[src/longest_palindrome_substring_core_assert.svh]
// Assertion macros for the palindrome search RTL.
`ifndef LONGEST_PALINDROME_SUBSTRING_CORE_ASSERT_SVH
`define LONGEST_PALINDROME_SUBSTRING_CORE_ASSERT_SVH

// Implication checked in the same cycle.
`define LPS_ASSERT_NOW(label, clk, rst_n, ante, cons, msg) \
    label: assert property (@(posedge clk) disable iff (!rst_n) (ante) |-> (cons)) \
        else $error(msg);

// Implication checked in the next cycle.
`define LPS_ASSERT_NEXT(label, clk, rst_n, ante, cons, msg) \
    label: assert property (@(posedge clk) disable iff (!rst_n) (ante) |=> (cons)) \
        else $error(msg);

`endif

[src/lps_pkg.sv]
// Package with sizes and cell interface types for the palindrome search.
package lps_pkg;

    localparam int MAX_LEN = 64;
    localparam int IDX_W   = (MAX_LEN > 1) ? $clog2(MAX_LEN) : 1;
    localparam int CNT_W   = $clog2(MAX_LEN + 1);

    localparam int START_W = 6;
    localparam int LEN_W   = 7;

    typedef struct packed {
        logic [7:0]       ch;
        logic [CNT_W-1:0] count;
        logic             take;
        logic             clear;
        logic [CNT_W-1:0] t1;
        logic [CNT_W-1:0] t2;
    } lps_bcast_t;

    typedef struct packed {
        logic hit1;
        logic hit2;
    } lps_hit_t;

endpackage

[src/longest_palindrome_substring_core.sv]
// Top level of the streaming longest palindromic substring search.
// One byte per cycle is sustained while results are taken.
// The result is registered and appears in the cycle after the final byte is accepted.
// Input stalls only while a finished result waits at the output.
// Every stored byte sits in its own cell, so all comparisons of one byte run in parallel.
// Reset, and the end of each string, clear marks, counters and the best match.
`include "longest_palindrome_substring_core_assert.svh"

module longest_palindrome_substring_core
(
    input  logic        clk,
    input  logic        rst_n,
    input  logic        s_tvalid,
    output logic        s_tready,
    input  logic [7:0]  s_tdata,   // ch[7:0]
    input  logic        s_tlast,
    output logic        m_tvalid,
    input  logic        m_tready,
    output logic [15:0] m_tdata,   // pal_start[5:0], pal_length[12:6], zero[15:13]
    output logic        m_tuser    // overflow[0]
);

    localparam int N = lps_pkg::MAX_LEN;

    logic                        s_acc;
    logic                        room;
    lps_pkg::lps_bcast_t         bc;
    logic [N:0]                  mark_chain;
    logic [N:0]                  written_chain;
    lps_pkg::lps_hit_t           hit_chain [N:0];
    logic [N-1:0]                mark_vec;
    logic [N-1:0]                written_vec;

    logic [lps_pkg::CNT_W-1:0]   count_reg, count_next;
    logic [lps_pkg::IDX_W-1:0]   best_start_reg, best_start_next;
    logic [lps_pkg::CNT_W-1:0]   best_len_reg, best_len_next;
    logic                        ovf_reg, ovf_next;
    logic                        m_valid_reg, m_valid_next;
    logic [lps_pkg::START_W-1:0] out_start_reg, out_start_next;
    logic [lps_pkg::LEN_W-1:0]   out_len_reg, out_len_next;
    logic                        out_ovf_reg, out_ovf_next;

    assign s_tready = !m_valid_reg || m_tready;
    assign s_acc    = s_tvalid && s_tready;
    assign room     = count_reg < lps_pkg::CNT_W'(N);

    assign bc.ch    = s_tdata;
    assign bc.count = count_reg;
    assign bc.take  = s_acc && room;
    assign bc.clear = s_acc && s_tlast;
    assign bc.t1    = count_reg - best_len_reg;
    assign bc.t2    = count_reg - best_len_reg - lps_pkg::CNT_W'(1);

    assign mark_chain[N]    = 1'b0;
    assign written_chain[N] = 1'b0;
    assign hit_chain[N]     = '0;

    genvar g;
    generate
        for (g = 0; g < N; g++)
        begin : g_cell
            lps_cell u_cell
            (
                .clk        (clk),
                .rst_n      (rst_n),
                .idx        (lps_pkg::IDX_W'(g)),
                .bc         (bc),
                .mark_up    (mark_chain[g+1]),
                .written_up (written_chain[g+1]),
                .hit_in     (hit_chain[g+1]),
                .mark       (mark_vec[g]),
                .written    (written_vec[g]),
                .hit_out    (hit_chain[g])
            );
            assign mark_chain[g]    = mark_vec[g];
            assign written_chain[g] = written_vec[g];
        end
    endgenerate

    always_comb
    begin
        count_next      = count_reg;
        best_start_next = best_start_reg;
        best_len_next   = best_len_reg;
        ovf_next        = ovf_reg;
        m_valid_next    = m_valid_reg && !m_tready;
        out_start_next  = out_start_reg;
        out_len_next    = out_len_reg;
        out_ovf_next    = out_ovf_reg;

        if (s_acc)
        begin
            if (room)
            begin
                count_next = count_reg + lps_pkg::CNT_W'(1);
                if (hit_chain[0].hit2)
                begin
                    best_len_next   = best_len_reg + lps_pkg::CNT_W'(2);
                    best_start_next = lps_pkg::IDX_W'(bc.t2);
                end
                else if (hit_chain[0].hit1)
                begin
                    best_len_next   = best_len_reg + lps_pkg::CNT_W'(1);
                    best_start_next = lps_pkg::IDX_W'(bc.t1);
                end
            end
            else
            begin
                ovf_next = 1'b1;
            end

            if (s_tlast)
            begin
                m_valid_next    = 1'b1;
                out_start_next  = lps_pkg::START_W'(best_start_next);
                out_len_next    = lps_pkg::LEN_W'(best_len_next);
                out_ovf_next    = ovf_next;
                count_next      = '0;
                best_start_next = '0;
                best_len_next   = lps_pkg::CNT_W'(1);
                ovf_next        = 1'b0;
            end
        end
    end

    always_ff @(posedge clk or negedge rst_n)
    begin
        if (!rst_n)
        begin
            count_reg      <= '0;
            best_start_reg <= '0;
            best_len_reg   <= lps_pkg::CNT_W'(1);
            ovf_reg        <= 1'b0;
            m_valid_reg    <= 1'b0;
        end
        else
        begin
            count_reg      <= count_next;
            best_start_reg <= best_start_next;
            best_len_reg   <= best_len_next;
            ovf_reg        <= ovf_next;
            m_valid_reg    <= m_valid_next;
        end
    end

    always_ff @(posedge clk)
    begin
        out_start_reg <= out_start_next;
        out_len_reg   <= out_len_next;
        out_ovf_reg   <= out_ovf_next;
    end

    assign m_tvalid = m_valid_reg;
    assign m_tdata  = {3'b000, out_len_reg, out_start_reg};
    assign m_tuser  = out_ovf_reg;

    `LPS_ASSERT_NOW(a_count_bound, clk, rst_n, 1'b1,
        count_reg <= lps_pkg::CNT_W'(N), "byte count beyond string capacity")
    `LPS_ASSERT_NOW(a_best_fits, clk, rst_n, count_reg != '0,
        best_len_reg <= count_reg, "best match longer than stored string")
    `LPS_ASSERT_NEXT(a_clear_after_last, clk, rst_n, s_acc && s_tlast,
        count_reg == '0 && best_len_reg == lps_pkg::CNT_W'(1), "state not cleared after final word")
    `LPS_ASSERT_NOW(a_result_source, clk, rst_n, $rose(m_valid_reg),
        $past(s_acc && s_tlast), "result raised without a final word")

endmodule

[src/lps_cell.sv]
// One stored byte of the string with its palindrome mark.
module lps_cell
(
    input  logic                      clk,
    input  logic                      rst_n,
    input  logic [lps_pkg::IDX_W-1:0] idx,
    input  lps_pkg::lps_bcast_t       bc,
    input  logic                      mark_up,
    input  logic                      written_up,
    input  lps_pkg::lps_hit_t         hit_in,
    output logic                      mark,
    output logic                      written,
    output lps_pkg::lps_hit_t         hit_out
);

    logic [7:0]                char_reg;
    logic                      mark_reg;
    logic                      mark_next;
    logic                      is_new;
    logic [lps_pkg::CNT_W-1:0] idx_ext;

    assign idx_ext = lps_pkg::CNT_W'(idx);
    assign written = idx_ext < bc.count;
    assign is_new  = idx_ext == bc.count;
    assign mark    = mark_reg;

    always_comb
    begin
        if (is_new)
        begin
            mark_next = 1'b1;
        end
        else if (written)
        begin
            mark_next = (char_reg == bc.ch) && (!written_up || mark_up);
        end
        else
        begin
            mark_next = 1'b0;
        end
    end

    assign hit_out.hit1 = hit_in.hit1 |
                          (bc.take & written & mark_next & (idx_ext == bc.t1));
    assign hit_out.hit2 = hit_in.hit2 |
                          (bc.take & written & mark_next & (idx_ext == bc.t2));

    always_ff @(posedge clk or negedge rst_n)
    begin
        if (!rst_n)
        begin
            mark_reg <= 1'b0;
        end
        else if (bc.clear)
        begin
            mark_reg <= 1'b0;
        end
        else if (bc.take)
        begin
            mark_reg <= mark_next;
        end
    end

    always_ff @(posedge clk)
    begin
        if (bc.take && is_new)
        begin
            char_reg <= bc.ch;
        end
    end

endmodule

[config.mk]
export PLATFORM = sky130hd
export DESIGN_NAME = longest_palindrome_substring_core
export DESIGN_NICKNAME = d
export VERILOG_FILES = /design/src/lps_pkg.sv /design/src/longest_palindrome_substring_core.sv /design/src/lps_cell.sv
export VERILOG_INCLUDE_DIRS = /design/src /design/src/src
export SDC_FILE = /design/constraint.sdc
export NUM_CORES = 1
export LEC_CHECK = 0
export BUFFER_PORTS_ARGS = -buffer_cell sky130_fd_sc_hd__buf_2
export CAP_MARGIN = 40
export CORE_UTILIZATION = 49
export DETAILED_ROUTE_END_ITERATION = 10
export PLACE_DENSITY = 0.73
export SLEW_MARGIN = 30
export SYNTH_ARGS = -nofsm -noshare
export SYNTH_HDL_FRONTEND = slang
export SYNTH_SLANG_ARGS = --single-unit
[constraint.sdc]
create_clock -name clk -period 5.32 [get_ports clk]
set_clock_uncertainty 0.1 [all_clocks]
set_input_delay 0.266 -clock clk [delete_from_list [all_inputs] [get_ports clk]]
set_output_delay 0.266 -clock clk [all_outputs]
set_load 0.01 [all_outputs]
* After elaboration in Yosys (flattened, before gate mapping)
Index checks and enable logic that the tools add are counted.
W data, S select, Z words.
** Cells by class
- Add/subtract/negate cells :: 5
- Multiply operators :: 0
- Divide/modulo/power cells :: 0
- Magnitude comparators :: 65
- Equal/unequal tests :: 253
- Shifts and indexed selects :: 0
- Mux-type cells :: 268
- Bitwise operators :: 382
- Reductions and logical operators :: 267
** Operators by type and width (count)
- $eq A6 B7 Y1 const A :: 96
- $eq A8 B8 Y1 :: 64
- $eq A5 B7 Y1 const A :: 48
- $mux W1 :: 258
- $and A1 B1 Y1 :: 256
- $lt A6 B7 Y1 const A :: 32
- $eq A4 B7 Y1 const A :: 24
- $logic_and A1 B1 Y1 :: 131
- $or A1 B1 Y1 :: 126
- $lt A5 B7 Y1 const A :: 16
- $eq A3 B7 Y1 const A :: 12
- $logic_not A1 Y1 :: 65
- $logic_or A1 B1 Y1 :: 64
- $lt A4 B7 Y1 const A :: 8
- $eq A2 B7 Y1 const A :: 6
- $mux W7 :: 6
- $lt A3 B7 Y1 const A :: 4
- $mux W6 :: 4
- $eq A1 B7 Y1 const A :: 3
- $logic_not A7 Y1 :: 3
- $add A7 B1 Y7 const B :: 2
- $lt A1 B7 Y1 const A :: 2
- $lt A2 B7 Y1 const A :: 2
- $add A7 B2 Y7 const B :: 1
- other kinds (5) :: 7
** Storage, ports and cells
- Register bits after elaboration :: 611
- Bits in latches :: 0
- Bits in writable memories :: 0
- Memory bits (read-only) :: 0
- Bits of input ports :: 13
- Output and inout bits :: 19
- Word-level logic and storage cells :: 1375
- Memories :: 0

* Logic depth before layout (Yosys ltp)
- Depth in word-level cells :: 75
- Mapped depth :: 20
- Gate-level depth less buffers :: 16

* Modules after synthesis
Synthesis repeated with hierarchy kept, for this count alone.
** Second synthesis, totals
- Cell total of the unflattened synthesis :: 4582
- Area, all modules :: 48206.2 µm²
** By module, submodules not included
- lps_cell :: instances 64, cells each 68, area each 718.2 µm², sequential area each 265.3 µm²
- longest_palindrome_substring_core :: instances 1, cells each 230, area each 2242.2 µm², sequential area each 972.2 µm²

* Least setup slack after synthesis
Ideal clock, no wire load.
- Kind :: register -> register
- From :: register count_reg[1] (netlist name)
- To :: register out_len_reg[6] (netlist name) (data pin)
- Setup time :: 0.265 ns
- Data arrival time :: 4.296 ns
- Required time :: 4.955 ns
- Path slack :: 0.659 ns
- Cell stages (with the launch flop) :: 17
- Buffers on the path :: 3
- Clock period less this slack :: 4.661 ns
- Path through :: dfrtp_1 -> buf_2 -> buf_2 -> inv_1 -> fa_1 -> ha_1 -> xnor2_1 -> clkbuf_1 -> nand2_1 -> or3_1 -> nand4_1 -> nor2_1 -> a211o_1 -> a2111oi_2 -> a41oi_1 -> and3_1 -> or3_1
** Between the ends
- Cells in the longest elaborated chain, start to end :: 74
- Elaborated cells on any way between the ends :: 962
- Classes of those cells :: add/sub (2); order compare (65); eq/ne (189); mux (131); bitwise (382); reduce/logical (193)
** Ends and longest elaborated chain
- start, declared :: RTL line longest_palindrome_substring_core.sv:34 : logic [lps_pkg::CNT_W-1:0] count_reg, count_next;
- start signal, assigned :: RTL line longest_palindrome_substring_core.sv:138 : count_reg <= count_next;
- parallel branches: the longest is 73 deep, another holds $sub A7 B7 Y7
- $mux W7 * :: RTL line longest_palindrome_substring_core.sv:93 : if (room)
- end signal, assigned :: RTL line longest_palindrome_substring_core.sv:149 : out_len_reg <= out_len_next;
- end, declared :: RTL line longest_palindrome_substring_core.sv:40 : logic [lps_pkg::LEN_W-1:0] out_len_reg, out_len_next;
Every way passes the cells marked *.
A chain may end at the register's enable or synchronous reset.

* Worst setup path after layout
- From :: register count_reg[6] (netlist name)
- To :: register out_len_reg[6] (netlist name) (data pin)
Same word-level chain as after synthesis.

==> results.toml <==
[drt]
routed-via-count = 22800
drc_errors = 0
ant_nets = 0
via_per_inst = 6.37
drtIter0Drc = 2376
postRouteWirelength_um = 106000
drtPass1Iterations = 6
routedWlPerCell_um = 29.6

[hold_path]
hold_class = "input port to flop"
min_from = "s_tlast"
holdPathStages = 4
hold_path_end = "count_reg[3]$_DFFE_PN0P_"

[setup_path]
rr_startpoint = "count_reg[6]$_DFFE_PN0P_"
cpMaxStageDelayCell = "dfrtp_2"
r2r_setup_slack_ps = 130
crit_path_start_kind = "flop"
cpMostUsedCell = "buf_4"
cp-end-kind = "flop"
cp_max_fo = 23
reg2reg_depth = 15
r2r_end = "out_len_reg[6]$_DFFE_PP_"
cpLargestDelayFamily = "compound AO/OA/AOI/OAI gates"
crit_start = "count_reg[6]$_DFFE_PN0P_"
critPathMaxStageDelay_ps = 840
worst_ep_required_time_ps = 5590
cp_num_buf_inv = 4
path_cells = "nor3_1 -> buf_4 -> a211oi_1 -> nor3_1 -> buf_4 -> o21ai_0 -> buf_4 -> o22ai_1 -> a311o_1 -> o211ai_1 -> nand3_1 -> a41oi_1 -> buf_4 -> nor3_1 -> or3_1"
critPathKind = "flop to flop"
cp.arrival_ps = 5460

[synth]
yosysUniqueCellTypes = 89
syn_area_sq_um = 30300
synth_cells = 2526
post-synth-top-count-cell = "edfxtp_1"
synth_top_cells_by_area = "edfxtp_1 51%, xnor2_1 9.1%, dfrtp_1 6.9%, xor2_1 5.9%, nand4_1 2.1%"
yosysWarnings = 0
yosys_most_used_dff = "edfxtp_1"
async_reset_ff_share_pct = 14.0
synth_commonest_cells = "518 x edfxtp_1, 315 x xnor2_1, 205 x xor2_1"
yosysSeqAreaShare_pct = 58.2
synth_top_area_share_pct = 51.3
synth_edf_count = 518
syn_avg_cell_area_sq_um = 12.0
synth.largest_area_cell = "edfxtp_1"
synth_seq_cells = 602

[floorplan]
dieArea_sq_um = 62900
start_util_pct = 49.9
io_pins = 32
die_h_um = 251
rows = 90
core_area_sq_um = 60700
die_x_um = 251

[placement]
dp_hpwl_um = 78200
globalplace.congestion = 1.12
portBuffers = 28
dp_cells = 3457

[sta]
worst_hold_slack_ps = 87.3
worstMarginPinSlew_ps = 926
fin_crit_sh_pct = 97.6
grt_setup_unrepaired = "false"
max_slew_margin_pct = 37.6
setup_viol = 0
hold_viol = 0
max_freq_ghz = 0.193
post-route-min-period_ps = 5190
setup_tns_ps = 0
drv_slew = 0

[clock_tree]
h-tree-depth = 2
cts-root-buf = "clkbuf_16"
cts-buffers-inserted = 61
clk_pin_slew_ps = 70
tritoncts = "built"
clockBufferDepth = 3
cts_sinks = 602
clkLatencyLatePin_ps = 650

[layout]
layout-drive-gt1-share_pct = 15.8
layout.nets = 2782
stdcell_count = 3584
diodes = 0
area_growth_pct = 16.4
largest_reg_flops = 504

[global_route]
grt_antenna_before_repair = 5
grt_max_degree = 50
grt_pass1_vias = 22600
globalRouteMet2Util_pct = 52.1
met1_usage_pct = 46.1
grt_usage_pct = 33.9
grt_pass1_wl_um = 155000
busiest_layer = "met2"
grt-ovfl-total = 0
met3_usage_pct = 6.75

[job]
max_cap_violations = 0

[power]
p_leak_nw = 12.0
peakVddDrop_uv = 349
p_per_area_nw_per_um2 = 387

[run_status]
outcome = "complete, no violations"
-- area by class of cell --
| cell class | count | area, sq um |
|---|---|---|
| Tap cell | 782 | 978 |
| Timing Repair Buffer | 321 | 2710 |
| Fill cell | 4854 | 25400 |
| Clock buffer | 88 | 1710 |
| Sequential cell | 602 | 17700 |
| Clock inverter | 27 | 284 |
| Inverter | 29 | 109 |
| Multi-Input combinational cell | 1735 | 11800 |
-- worst min-delay path, cell delays in order --
cell,delay (ps)
buf_2,210
a21oi_1,150
o21ai_0,90
o31ai_1,70
-- routing by layer --
metal  up-vias  share of wire [%]  routed length (um)
met5         -              0.043                  46
met4         8                5.4                5780
met3       335                8.9                9480
met2      1253                 45               47300
met1     11400                 41               43500
li1       9852                  -                   -
-- kinds of logic (layout without fill, tap and decap cells) --
group / after synthesis / after routing / share of synthesized area [%]
muxes: 6 / 6 / 0.235
and+or+nand+nor: 780 / 780 / 13.3
DFF: 602 / 602 / 58.2
other: 1 / 3 / 0.0124
adders and majority gates: 19 / 19 / 0.809
buffers and inverters: 191 / 465 / 3.09
AOI/OAI and AO/OA: 404 / 404 / 9.02
xor gates and xnor gates: 523 / 523 / 15.2
-- through the flow --
stage | power [mW] | utilization [%] | area [sq um] | worst slack [ps]
floorplan | 7.50 | - | 30300 | 659
global placement | 9.34 | 54.4 | 33000 | 164
detailed placement | 9.36 | 54.7 | 33200 | 185
CTS | 13.6 | 58.1 | 35300 | 128
global route | 14.0 | 58.2 | 35300 | 32.2
finish | 13.7 | 58.2 | 35300 | 127
-- report_power, final --
group / leakage (nW) / internal (mW) / switching (mW) / total, mW
Clock: 0.969 / 2.43 / 1.82 / 4.25
Sequential: 5.82 / 5.25 / 0.0649 / 5.31
Combinational: 5.23 / 1.29 / 2.82 / 4.12
Total: 12.0 / 8.97 / 4.71 / 13.7
-- worst max path at each step --
stage,end,slack (ps),cells past startpoint
final,out_len_reg[6]$_DFFE_PP_,130,15
after global routing,best_len_reg[4]$_DFFE_PN0P_,30,16
after CTS,out_len_reg[6]$_DFFE_PP_,130,14
after detailed placement,out_len_reg[6]$_DFFE_PP_,180,14
after global placement,best_len_reg[4]$_DFFE_PN0P_,160,15
after floorplan,out_len_reg[6]$_DFFE_PP_,660,16
-- placed cells by master (no fill, tap or decap), types with 8 or more instances in the layout --
cell type	synthesis	final
nand2_1	149	148
xnor2_1	315	315
buf_6	6	9
a21o_1	13	13
o22ai_1	12	12
nor2_1	162	160
buf_12	0	21
inv_1	28	28
a21oi_1	78	78
clkinv_2	0	9
nand2b_1	9	9
o31ai_1	8	8
o2111ai_1	10	10
clkbuf_1	52	19
o21ai_0	92	91
o211ai_1	19	19
or4_1	19	19
edfxtp_1	518	518
nor3_2	1	8
nor3_1	82	75
clkbuf_8	0	9
nand4_1	100	100
nor4_1	81	77
ha_1	18	18
buf_2	67	23
a2111oi_0	12	9
buf_4	24	253
or3_1	24	24
and3_1	15	15
a211oi_1	18	18
and2_1	12	12
clkbuf_16	0	61
nand3_1	71	71
xor2_1	205	205
dfrtp_1	83	80
a22o_1	27	27
a31oi_1	25	25
dlygate4sd3_1	0	9
-- timing repair --
| action | 4_1_cts | 5_1_grt |
|---|---|---|
| hold buffers | 9 | 0 |
| setup endpoints to repair | 0 | 3 |
| hold endpoints to repair | 114 | 0 |
| resized for setup | 0 | 3 |
| buffers inserted | 0 | 0 |
(Power assumes the default switching activity.)
